`src/rtl/pli_pkg.sv`:
```
package pli_pkg;

  // Quotient bits of the interpolation weight t (unsigned Q0.16)
  localparam int unsigned TBits = 16;

  // Result region codes
  localparam logic [1:0] RegionInterp = 2'd0;
  localparam logic [1:0] RegionBelow  = 2'd1;
  localparam logic [1:0] RegionAbove  = 2'd2;

  // Register map (word index)
  localparam logic RegPointsInUse = 1'b0;

  localparam logic [4:0] PointsInUseReset = 5'd2;

endpackage

```
`src/rtl/pli_select.sv`:
```
module pli_select #(
  parameter int unsigned NP = 16,
  parameter int unsigned VW = 16
) (
  input  logic [4:0]           pts_i,
  input  logic signed [VW-1:0] x_i,
  input  logic signed [VW-1:0] xs_i [NP],
  input  logic signed [VW-1:0] ys_i [NP],
  output logic [1:0]           region_o,
  output logic signed [VW-1:0] y0_o,
  output logic signed [VW:0]   dy_o,
  output logic [VW:0]          dx_o,
  output logic [VW:0]          span_o
);
  import pli_pkg::*;

  localparam int unsigned IW = (NP > 1) ? $clog2(NP) : 1;
  localparam logic [8:0] NMax = 9'(NP);

  logic [8:0]           n;
  logic [IW-1:0]        last;
  logic [IW-1:0]        sel;
  logic [IW-1:0]        sel_m1;
  logic                 found;
  logic signed [VW-1:0] x0, x1, y0, y1;

  // Clamp the number of points in use
  always_comb begin
    if (pts_i < 5'd2) begin
      n = 9'd2;
    end else if (9'(pts_i) > NMax) begin
      n = NMax;
    end else begin
      n = 9'(pts_i);
    end
    last = IW'(n - 9'd1);
  end

  // First breakpoint at or above x (priority toward the low index)
  always_comb begin
    found = 1'b0;
    sel   = '0;
    for (int i = NP - 1; i >= 1; i--) begin
      if ((9'(i) < n) && (x_i <= xs_i[i])) begin
        found = 1'b1;
        sel   = IW'(i);
      end
    end
    sel_m1 = sel - IW'(1);
  end

  assign x0 = xs_i[sel_m1];
  assign x1 = xs_i[sel];
  assign y0 = ys_i[sel_m1];
  assign y1 = ys_i[sel];

  // Clamped and exact cases become y0 with a zero slope
  always_comb begin
    region_o = RegionInterp;
    y0_o     = y0;
    dy_o     = '0;
    dx_o     = '0;
    span_o   = (VW+1)'(1);
    if (x_i <= xs_i[0]) begin
      region_o = RegionBelow;
      y0_o     = ys_i[0];
    end else if (x_i >= xs_i[last] || !found) begin
      region_o = RegionAbove;
      y0_o     = ys_i[last];
    end else if (x_i == x1) begin
      y0_o = y1;
    end else begin
      dy_o   = (VW+1)'({y1[VW-1], y1} - {y0[VW-1], y0});
      dx_o   = (VW+1)'({x_i[VW-1], x_i} - {x0[VW-1], x0});
      span_o = (VW+1)'({x1[VW-1], x1} - {x0[VW-1], x0});
    end
  end

endmodule

```
`src/rtl/pli_div_stage.sv`:
```
module pli_div_stage #(
  parameter int unsigned VW = 16,
  parameter int unsigned SW = 8
) (
  input  logic                       clk_i,
  input  logic                       rst_ni,
  input  logic                       valid_i,
  output logic                       ready_o,
  input  logic [VW+1:0]              rem_i,
  input  logic [VW:0]                span_i,
  input  logic [pli_pkg::TBits-1:0]  quo_i,
  input  logic [SW-1:0]              side_i,
  output logic                       valid_o,
  input  logic                       ready_i,
  output logic [VW+1:0]              rem_o,
  output logic [VW:0]                span_o,
  output logic [pli_pkg::TBits-1:0]  quo_o,
  output logic [SW-1:0]              side_o
);
  import pli_pkg::*;

  logic                v_q;
  logic [VW+1:0]       rem_q, rem_d, shifted;
  logic [VW:0]         span_q;
  logic [TBits-1:0]    quo_q, quo_d;
  logic [SW-1:0]       side_q;
  logic                ge;

  assign ready_o = !v_q || ready_i;

  // One restoring division step: one quotient bit
  always_comb begin
    shifted = {rem_i[VW:0], 1'b0};
    ge      = shifted >= {1'b0, span_i};
    rem_d   = ge ? (shifted - {1'b0, span_i}) : shifted;
    quo_d   = {quo_i[TBits-2:0], ge};
  end

  always_ff @(posedge clk_i or negedge rst_ni) begin
    if (!rst_ni) begin
      v_q <= 1'b0;
    end else if (ready_o) begin
      v_q <= valid_i;
    end
  end

  always_ff @(posedge clk_i) begin
    if (ready_o && valid_i) begin
      rem_q  <= rem_d;
      span_q <= span_i;
      quo_q  <= quo_d;
      side_q <= side_i;
    end
  end

  assign valid_o = v_q;
  assign rem_o   = rem_q;
  assign span_o  = span_q;
  assign quo_o   = quo_q;
  assign side_o  = side_q;

endmodule

```
`src/rtl/pli_output.sv`:
```
module pli_output #(
  parameter int unsigned VW = 16
) (
  input  logic                      clk_i,
  input  logic                      rst_ni,
  input  logic                      valid_i,
  output logic                      ready_o,
  input  logic [pli_pkg::TBits-1:0] t_i,
  input  logic [1:0]                region_i,
  input  logic signed [VW-1:0]      y0_i,
  input  logic signed [VW:0]        dy_i,
  output logic                      valid_o,
  input  logic                      ready_i,
  output logic signed [VW-1:0]      y_o,
  output logic [1:0]                region_o
);
  import pli_pkg::*;

  localparam int unsigned PW = VW + TBits + 2;
  localparam logic signed [VW+1:0] YMax = (VW+2)'((1 << (VW - 1)) - 1);
  localparam logic signed [VW+1:0] YMin = -YMax - (VW+2)'(1);

  logic                  m_v_q, o_v_q, m_ready;
  logic signed [PW-1:0]  prod_q;
  logic signed [VW-1:0]  m_y0_q;
  logic [1:0]            m_region_q;
  logic signed [VW+1:0]  sum;
  logic signed [VW-1:0]  y_q, y_d;
  logic [1:0]            region_q;

  function automatic logic signed [VW+1:0] y0_ext(input logic signed [VW-1:0] v);
    y0_ext = {{2{v[VW-1]}}, v};
  endfunction

  assign ready_o = !m_v_q || m_ready;
  assign m_ready = !o_v_q || ready_i;

  // Multiply stage: t * (y1 - y0)
  always_ff @(posedge clk_i or negedge rst_ni) begin
    if (!rst_ni) begin
      m_v_q <= 1'b0;
    end else if (ready_o) begin
      m_v_q <= valid_i;
    end
  end

  always_ff @(posedge clk_i) begin
    if (ready_o && valid_i) begin
      prod_q     <= PW'($signed({1'b0, t_i}) * dy_i);
      m_y0_q     <= y0_i;
      m_region_q <= region_i;
    end
  end

  // Add stage: y0 + floor(product / 2^16), saturated
  always_comb begin
    sum = (VW+2)'(y0_ext(m_y0_q)) + $signed(prod_q[PW-1:TBits]);
    if (sum > YMax) begin
      y_d = YMax[VW-1:0];
    end else if (sum < YMin) begin
      y_d = YMin[VW-1:0];
    end else begin
      y_d = sum[VW-1:0];
    end
  end

  always_ff @(posedge clk_i or negedge rst_ni) begin
    if (!rst_ni) begin
      o_v_q <= 1'b0;
    end else if (m_ready) begin
      o_v_q <= m_v_q;
    end
  end

  always_ff @(posedge clk_i) begin
    if (m_ready && m_v_q) begin
      y_q      <= y_d;
      region_q <= m_region_q;
    end
  end

  assign valid_o  = o_v_q;
  assign y_o      = y_q;
  assign region_o = region_q;

endmodule

```
`src/rtl/piecewise_linear_interpolator.sv`:
```
// Channel   Direction  Handshake                  Word
// in        input      in_valid_i / in_ready_o    action, point_index, point_x, point_y, x_in
// out       output     out_valid_o / out_ready_i  y_out, region
// cfg       input      APB (psel, penable, ...)   points_in_use at byte address 0
//
// A query passes through one select stage, 16 divider stages (one quotient bit
// each), one multiply stage and the result register, which takes the add.
// A new word can be accepted every cycle unless a stall backs up to the input; a load writes its slot at accept.
// A stall backs up stage by stage; empty stages keep taking words.
// Reset clears valid bits and points_in_use (to 2); the table needs loading.
module piecewise_linear_interpolator #(
  parameter int unsigned MAX_POINTS  = 16,
  parameter int unsigned VALUE_WIDTH = 16
) (
  input  logic                          clk_i,
  input  logic                          rst_ni,
  input  logic                          in_valid_i,
  output logic                          in_ready_o,
  input  logic                          action_i,
  input  logic [3:0]                    point_index_i,
  input  logic signed [VALUE_WIDTH-1:0] point_x_i,
  input  logic signed [VALUE_WIDTH-1:0] point_y_i,
  input  logic signed [VALUE_WIDTH-1:0] x_in_i,
  output logic                          out_valid_o,
  input  logic                          out_ready_i,
  output logic signed [VALUE_WIDTH-1:0] y_out_o,
  output logic [1:0]                    region_o,
  input  logic                          psel,
  input  logic                          penable,
  input  logic                          pwrite,
  input  logic [2:0]                    paddr,
  input  logic [31:0]                   pwdata,
  output logic [31:0]                   prdata,
  output logic                          pready
);
  import pli_pkg::*;

  localparam int unsigned VW = VALUE_WIDTH;
  localparam int unsigned SW = 2 + VW + VW + 1;
  localparam int unsigned NS = TBits;

  logic [4:0]           pts_q;
  logic signed [VW-1:0] xs_q [MAX_POINTS];
  logic signed [VW-1:0] ys_q [MAX_POINTS];

  logic                 accept;
  logic [1:0]           sel_region;
  logic signed [VW-1:0] sel_y0;
  logic signed [VW:0]   sel_dy;
  logic [VW:0]          sel_dx, sel_span;

  logic                 s0_v_q;
  logic [VW+1:0]        s0_rem_q;
  logic [VW:0]          s0_span_q;
  logic [SW-1:0]        s0_side_q;

  logic                 dv    [NS+1];
  logic                 dr    [NS+1];
  logic [VW+1:0]        drem  [NS+1];
  logic [VW:0]          dspan [NS+1];
  logic [TBits-1:0]     dquo  [NS+1];
  logic [SW-1:0]        dside [NS+1];

  // Configuration port
  assign pready = 1'b1;
  assign prdata = (paddr[2] == RegPointsInUse && paddr[1:0] == 2'd0) ? {27'd0, pts_q} : 32'd0;

  always_ff @(posedge clk_i or negedge rst_ni) begin
    if (!rst_ni) begin
      pts_q <= PointsInUseReset;
    end else if (psel && penable && pwrite && pready
                 && paddr[2] == RegPointsInUse && paddr[1:0] == 2'd0) begin
      pts_q <= pwdata[4:0];
    end
  end

  // Input side: loads write the table at accept
  assign in_ready_o = !s0_v_q || dr[0];
  assign accept     = in_valid_i && in_ready_o;

  always_ff @(posedge clk_i) begin
    for (int k = 0; k < MAX_POINTS; k++) begin
      if (accept && !action_i && int'(point_index_i) == k) begin
        xs_q[k] <= point_x_i;
        ys_q[k] <= point_y_i;
      end
    end
  end

  // Segment search and operand selection
  pli_select #(.NP(MAX_POINTS), .VW(VW)) u_select (
    .pts_i    (pts_q),
    .x_i      (x_in_i),
    .xs_i     (xs_q),
    .ys_i     (ys_q),
    .region_o (sel_region),
    .y0_o     (sel_y0),
    .dy_o     (sel_dy),
    .dx_o     (sel_dx),
    .span_o   (sel_span)
  );

  always_ff @(posedge clk_i or negedge rst_ni) begin
    if (!rst_ni) begin
      s0_v_q <= 1'b0;
    end else if (in_ready_o) begin
      s0_v_q <= accept && action_i;
    end
  end

  always_ff @(posedge clk_i) begin
    if (accept && action_i) begin
      s0_rem_q  <= {1'b0, sel_dx};
      s0_span_q <= sel_span;
      s0_side_q <= {sel_region, sel_y0, sel_dy};
    end
  end

  assign dv[0]    = s0_v_q;
  assign drem[0]  = s0_rem_q;
  assign dspan[0] = s0_span_q;
  assign dquo[0]  = '0;
  assign dside[0] = s0_side_q;

  // Pipelined divider: t = (dx << 16) / span
  for (genvar g = 0; g < NS; g++) begin : g_div
    pli_div_stage #(.VW(VW), .SW(SW)) u_stage (
      .clk_i   (clk_i),
      .rst_ni  (rst_ni),
      .valid_i (dv[g]),
      .ready_o (dr[g]),
      .rem_i   (drem[g]),
      .span_i  (dspan[g]),
      .quo_i   (dquo[g]),
      .side_i  (dside[g]),
      .valid_o (dv[g+1]),
      .ready_i (dr[g+1]),
      .rem_o   (drem[g+1]),
      .span_o  (dspan[g+1]),
      .quo_o   (dquo[g+1]),
      .side_o  (dside[g+1])
    );
  end

  // Multiply, add and result register
  pli_output #(.VW(VW)) u_output (
    .clk_i    (clk_i),
    .rst_ni   (rst_ni),
    .valid_i  (dv[NS]),
    .ready_o  (dr[NS]),
    .t_i      (dquo[NS]),
    .region_i (dside[NS][SW-1 -: 2]),
    .y0_i     (dside[NS][VW+VW:VW+1]),
    .dy_i     (dside[NS][VW:0]),
    .valid_o  (out_valid_o),
    .ready_i  (out_ready_i),
    .y_o      (y_out_o),
    .region_o (region_o)
  );

endmodule

```
`config.mk`:
```
export PLATFORM = sky130hd
export DESIGN_NAME = piecewise_linear_interpolator
export DESIGN_NICKNAME = d
export VERILOG_FILES = /design/src/rtl/pli_pkg.sv /design/src/rtl/pli_select.sv /design/src/rtl/pli_div_stage.sv /design/src/rtl/pli_output.sv /design/src/rtl/piecewise_linear_interpolator.sv
export SDC_FILE = /design/constraint.sdc
export NUM_CORES = 2
export LEC_CHECK = 0
export ABC_AREA = 0
export ABC_CLOCK_PERIOD_IN_PS = 9900
export BUFFER_PORTS_ARGS = -buffer_cell sky130_fd_sc_hd__buf_2
export CAP_MARGIN = 20
export CORE_ASPECT_RATIO = 1.25
export CORE_MARGIN = 2
export CORE_UTILIZATION = 57
export CTS_BUF_LIST = sky130_fd_sc_hd__clkbuf_2
export CTS_CLUSTER_DIAMETER = 30
export DETAILED_ROUTE_END_ITERATION = 10
export PLACE_DENSITY = 0.73
export RECOVER_POWER = 25
export SLEW_MARGIN = 20
export SYNTH_ARGS = -nofsm -noshare
export SYNTH_HDL_FRONTEND = slang
export SYNTH_HIERARCHICAL = 1
export SYNTH_SLANG_ARGS = --single-unit
```
`constraint.sdc`:
```
create_clock -name clk_i -period 9.9 [get_ports clk_i]
set_input_delay 0 -clock clk_i [delete_from_list [all_inputs] [get_ports clk_i]]
set_output_delay 0 -clock clk_i [all_outputs]
set_load 0.1 [all_outputs]
```
=== Word-level counts from Yosys, hierarchy flattened ===
Index checks and enable logic that the tools add are counted.

* $add $sub $neg: 21
* $mul: 1
* Order comparisons: 55
* Equality and inequality tests: 16
* Multiplexer cells: 71
* Bitwise gates (word level): 4
* Reductions and logical operators: 101

{| class="wikitable"
|+ Operators by type and width
! cell !! number
|-
| 16-bit binary-select mux with 4-bit select || 6
|-
| 18-bit by 17-bit >= comparator with 1-bit output || 16
|-
| 16-bit less-or-equal comparator || 16
|-
| 16-bit 2-to-1 mux || 16
|-
| 17-bit 2-to-1 mux || 15
|-
| 17-bit subtractor || 15
|-
| 4-bit 2-to-1 mux || 15
|-
| 1-bit logical AND || 57
|-
| 16-bit by 16-bit subtractor with 17-bit output || 3
|-
| 4-bit by 5-bit < comparator with 1-bit output, first input constant || 8
|-
| 17-bit by 17-bit multiplier with 34-bit output || 1
|-
| 4-bit equality test, second input constant || 8
|-
| 1-bit zero test || 21
|-
| 1-bit logical OR || 20
|-
| 3-bit by 5-bit < comparator with 1-bit output, first input constant || 4
|-
| 16-bit by 18-bit adder with 18-bit output || 1
|-
| 18-bit by 16-bit > comparator with 1-bit output, second input constant || 1
|-
| 18-bit by 16-bit < comparator with 1-bit output, second input constant || 1
|-
| 16-bit equality test || 1
|-
| 4-bit by 3-bit equality test with 1-bit output, second input constant || 4
|-
| 16-bit >= comparator || 1
|-
| 5-bit >= comparator, second input constant || 3
|-
| 1-bit 2-to-1 mux || 15
|-
| 5-bit 2-to-1 mux || 3
|-
| other kinds (13) || 18
|}

* Register bits after elaboration: 1881
* Input port bits: 95
* Output and inout bits: 53
* Logic and storage cells: 408

=== Logic depth before layout (Yosys ltp) ===
* Depth after elaboration: 28
* Mapped depth: 41
* Gate-level depth less buffers: 34

=== Hierarchy ===
Netlist, hierarchy kept.

{| class="wikitable"
|+ By module, submodules not included
! module !! times used !! cells each !! area an instance (um^2) !! seq. area each (um^2)
|-
| pli_div_stage (g_div[0].u_stage ...) || 15 || 273 || 3854.9 || 2607.5
|-
| pli_select || 1 || 3958 || 24128.1 || 0.0
|-
| piecewise_linear_interpolator || 1 || 659 || 18104.9 || 17598.1
|-
| pli_output || 1 || 1278 || 12101.6 || 1671.6
|-
| pli_div_stage (g_div[15].u_stage) || 1 || 255 || 3868.7 || 2607.5
|}

=== Worst setup path before layout ===
No wires, ideal clock.

* Path type: reg-to-reg
* Start point: register u_output.o_v_q (netlist: u_output/valid_o)
* End point: register s0_rem_q[0], enable pin
* Data arrival time: 7.178 ns
* Required time: 9.396 ns
* Path slack: 2.218 ns
* Stages on the path, launching flop included: 21
* Clock period less this slack: 7.682 ns
* Cells stage by stage: dfrtp_1 nand3b_1 nand2b_1 nand2b_1 nand2b_1 nand2b_1 nand2b_1 nand2b_1 nand2b_1 nand2b_1 nand2b_1 nand2b_1 nand2b_1 nand2b_1 nand2b_1 nand2b_1 nand2b_1 nand2b_1 nand2b_1 clkbuf_1 nor2b_1

{| class="wikitable"
|+ RTL lines
! what !! line !! text
|-
| start, declared || pli_output.sv:23 || <nowiki>logic m_v_q, o_v_q, m_ready;</nowiki>
|-
| start signal, assigned || pli_output.sv:71 || <nowiki>o_v_q <= m_v_q;</nowiki>
|-
| end signal, assigned || piecewise_linear_interpolator.sv:113 || <nowiki>s0_rem_q <= {1'b0, sel_dx};</nowiki>
|-
| end, declared || piecewise_linear_interpolator.sv:53 || <nowiki>logic [VW+1:0] s0_rem_q;</nowiki>
|}

=== Final worst setup path ===
* Start point: register xs_q[87] in the netlist's numbering
* End point: register s0_rem_q[16] (data pin)

* Word-level cells in the longest chain between the ends: 18
* Elaborated cells between the ends (all ways): 40
* Those cells by class: add/sub (2); order compare (2); eq/ne (1); mux (29); bitwise (2); reduce/logical (4)

{| class="wikitable"
|+ RTL lines
! what !! line !! text
|-
| start, declared || piecewise_linear_interpolator.sv:43 || <nowiki>logic signed [VW-1:0] xs_q [MAX_POINTS];</nowiki>
|-
| start signal, assigned by index || piecewise_linear_interpolator.sv:84 || <nowiki>xs_q[k] <= point_x_i;</nowiki>
|-
| 16-bit less-or-equal comparator || pli_select.sv:44 || <nowiki>if ((9'(i) < n) && (x_i <= xs_i[i])) begin</nowiki>
|-
| 1-bit logical AND || pli_select.sv:44 ||
|-
| 4-bit 2-to-1 mux (10 in series) || pli_select.sv:44 ||
|-
| 4-bit by 1-bit subtractor with 4-bit output / 4-bit inverter with 5-bit output (equally long branches) || pli_select.sv:49, pli_select.sv:53 ||
|-
| 4-bit inverter with 5-bit output (not written as such) / 16-bit binary-select mux with 4-bit select (equally long branches) || pli_select.sv:52, pli_select.sv:53 ||
|-
| 16-bit binary-select mux with 4-bit select / 16-bit 2-to-1 mux (equally long branches) || pli_select.sv:52, pli_select.sv:53 ||
|-
| 16-bit 2-to-1 mux (on tied branches) || pli_select.sv:52, pli_select.sv:53 ||
|-
| 16-bit 2-to-1 mux (not written as such) / 16-bit equality test (equally long branches) || pli_select.sv:52, pli_select.sv:70 ||
|-
| 16-bit by 16-bit subtractor with 17-bit output / 3-bit OR reduction (equally long branches) || n/a ||
|}

Parallel ways exist; a longest one is shown, timed or not. The select of a mux whose other input is x is not followed.
A chain may end at the register's enable or synchronous reset.

==> impl_metrics.yaml <==
timing:
  fin_crit_sh: 0.9643
  fmaxAchievable_ghz: 0.1048
  fin_hold_ws_ps: 254.3
  max_slew_margin: -0.5579
  grt_setup_unrepaired: "no"
  final.setup_skew_ps: 276.3
  finalHoldViolCount: 0
  drv_slew: 25
  min_period_ps: 9547
  post_route_setup_tns_ps: 0
  finalSetupViolCount: 0
  tightestPinTransition_ps: 2337
clocking:
  cts_tree: "yes"
  cts_made_buffers: 465
  ctsLongestPathBuffers: 4
  cts.sink_count: 1865
  clock_latency_ps: 1960
  htreeDepth: 5
  clock_pin_transition_on_the_worst_setup_and_hold_timing_paths_ps: 110
  clock_tree.root_cell: "sky130_fd_sc_hd__clkbuf_2"
global_route:
  gr-usage-all-layers: 0.3179
  via_count_of_the_first_global_routing_pass: 81750
  grt_max_degree: 114
  grt_overflow_total: 0
  grt_pass1_wl_um: 473200
  grt_antenna_before_repair: 11
layout:
  leading_cell_type_in_the_layout_fill_and_taps_excluded: "sky130_fd_sc_hd__edfxtp_1"
  fillers: 15100
  area_growth_pct: 9.807
  final_nets: 11520
  layout_common_cells: "sky130_fd_sc_hd__edfxtp_1, sky130_fd_sc_hd__nand2_1, sky130_fd_sc_hd__inv_1"
  drive_gt1_frac: 0.1265
  multiInputGateArea_um2: 48200
  sequential_cell_area_um2: 55880
min_path:
  min-delay-path-class: "register to register"
  min_path_cells: 0
floorplan:
  die_y_um: 494.1
  core_area_um2: 190600
  die_area_um2: 195700
  floorplan.rows: 179
  initial_utilization: 0.5748
  die_x_um: 396.1
  io_pins: 148
pwr:
  power.switching_fraction: 0.4027
  p_leak_nw: 48.41
  power_density_over_cell_area_nw_per_um2: 230.8
  irDropWorstVdd_mv: 0.2431
  power_frac_comb: 0.445
  clkPwrFrac: 0.204
  total_net_switching_power_w: 0.01118
  share_of_power_burned_in_registers: 0.351
  power.internal_w: 0.01658
worst_setup_path:
  slowest_stage: "sky130_fd_sc_hd__dlygate4sd3_1"
  startpoint_type: "register"
  timing.critical_path.required_ps: 11600
  worst_setup_path_end_kind: "register"
  worstRegToRegCells: 39
  worstSetupPathDepth: 39
  critical_path.top_delay_family: "compound AO/OA/AOI/OAI gates"
  timing.critical_path.buf_inv: 9
  critPathMostFrequentCell: "sky130_fd_sc_hd__a21oi_1"
  worstPathMaxFanout: 10
  path_class: "register to register"
  timing.critical_path.arrival_ps: 11250
  worst_path_largest_cell_delay_ps: 610
drt:
  drtAntennaViolNets: 0
  number_of_drc_violations_after_detailed_routing: 0
  detail_route.first_pass.iterations: 9
  detail_route.iter0.violations: 8733
  via_per_inst: 6.177
  detailroute.via_count: 82560
  wl_per_cell_um: 23.67
  total_length_of_routed_wires_um: 316300
status:
  violations: "capacitance limit, slew limit"
  run_status: "finished with violations"
synthesis:
  synth_cells: 9875
  netlist_area_um2: 109500
  synth.yosys.warnings: 6
  synth.avg_cell_area_um2: 11.09
run:
  max-cap-violations: 1
place:
  portBuffers: 92
  finalWeightedCongestion: 1.037
  dp.final_hpwl_um: 219000
[power by group through the flow]
stage | clock network [W] | registers [W] | logic [W]
3_5_place_dp | 0 | 0.00992 | 0.0116
5_1_grt | 0.00623 | 0.00979 | 0.0133
3_3_place_gp | 0 | 0.00990 | 0.0114
6_report | 0.00567 | 0.00974 | 0.0124
2_1_floorplan | 0 | 0.00997 | 0.00801
4_1_cts | 0.00586 | 0.00974 | 0.0119
[worst paths after layout]
path	end	startpoint	slack, ps
setup / recovery	s0_rem_q[16]	xs_q[87]	350
hold / removal	g_div[3].u_stage/span_o[11]	g_div[2].u_stage/span_o[11]	250
setup reg to reg	s0_rem_q[16]	xs_q[87]	350
hold reg to reg	g_div[3].u_stage/span_o[11]	g_div[2].u_stage/span_o[11]	250
max in group asynchronous	pts_q[0]	rst_ni	7170
min in group asynchronous	g_div[9].u_stage/valid_o	rst_ni	1280
[sequential cells by signal, summed over array words and instances (netlist names), 5 cells and up]
name and count:
g_div.u_stage/valid_o 16, u_output/m_y0_q 16, s0_span_q 17, s0_side_q 35, s0_rem_q 17, ys_q 256
u_output/y_o 16, g_div.u_stage/side_o 560, xs_q 256, pts_q 5, u_output/prod_q 18, g_div.u_stage/span_o 255
g_div.u_stage/quo_o 136, g_div.u_stage/rem_o 255
[per-stage QoR]
| step | setup WS, ps | power, W | util | std cells | cell area, um2 |
|---|---|---|---|---|---|
| 6_report | 353.5 | 0.02777 | 0.6311 | 13370 | 120300 |
| 5_1_grt | 0.5684 | 0.02935 | 0.6311 | 13360 | 120300 |
| 2_1_floorplan | 2218 | 0.01798 | - | 9901 | 109600 |
| 4_1_cts | 413.4 | 0.02752 | 0.6293 | 13330 | 119900 |
| 3_3_place_gp | 1466 | 0.02134 | 0.5923 | 12280 | 112900 |
| 3_5_place_dp | 1497 | 0.02155 | 0.5923 | 12280 | 112900 |
[metal layers]
metal  vias up  wire (um)  track usage
li1      37590          -            -
met1     39510     112500       0.3698
met2      4315     153200       0.5358
met3      1143      28120      0.06533
met4         4      22490       0.2045
met5         -         22            0
[repair_timing]
item                                   4_1_cts  5_1_grt
setup buffers                                0       19
hold buffers                               224        0
gates resized for setup                      0       19
endpoints found under the hold margin     1635        0
setup endpoints to repair                    0        2
[layout make-up]
cell class / count / share of cell area
sequential: 1865 / 0.4646
multi-input combinational: 6603 / 0.4007
timing repair buffer: 528 / 0.03711
inverter: 1001 / 0.03126
clock buffer: 635 / 0.02642
tap: 2534 / 0.02636
clock inverter: 189 / 0.01338
antenna: 11 / 0.0002288
Power figures use the tool's default switching activity.
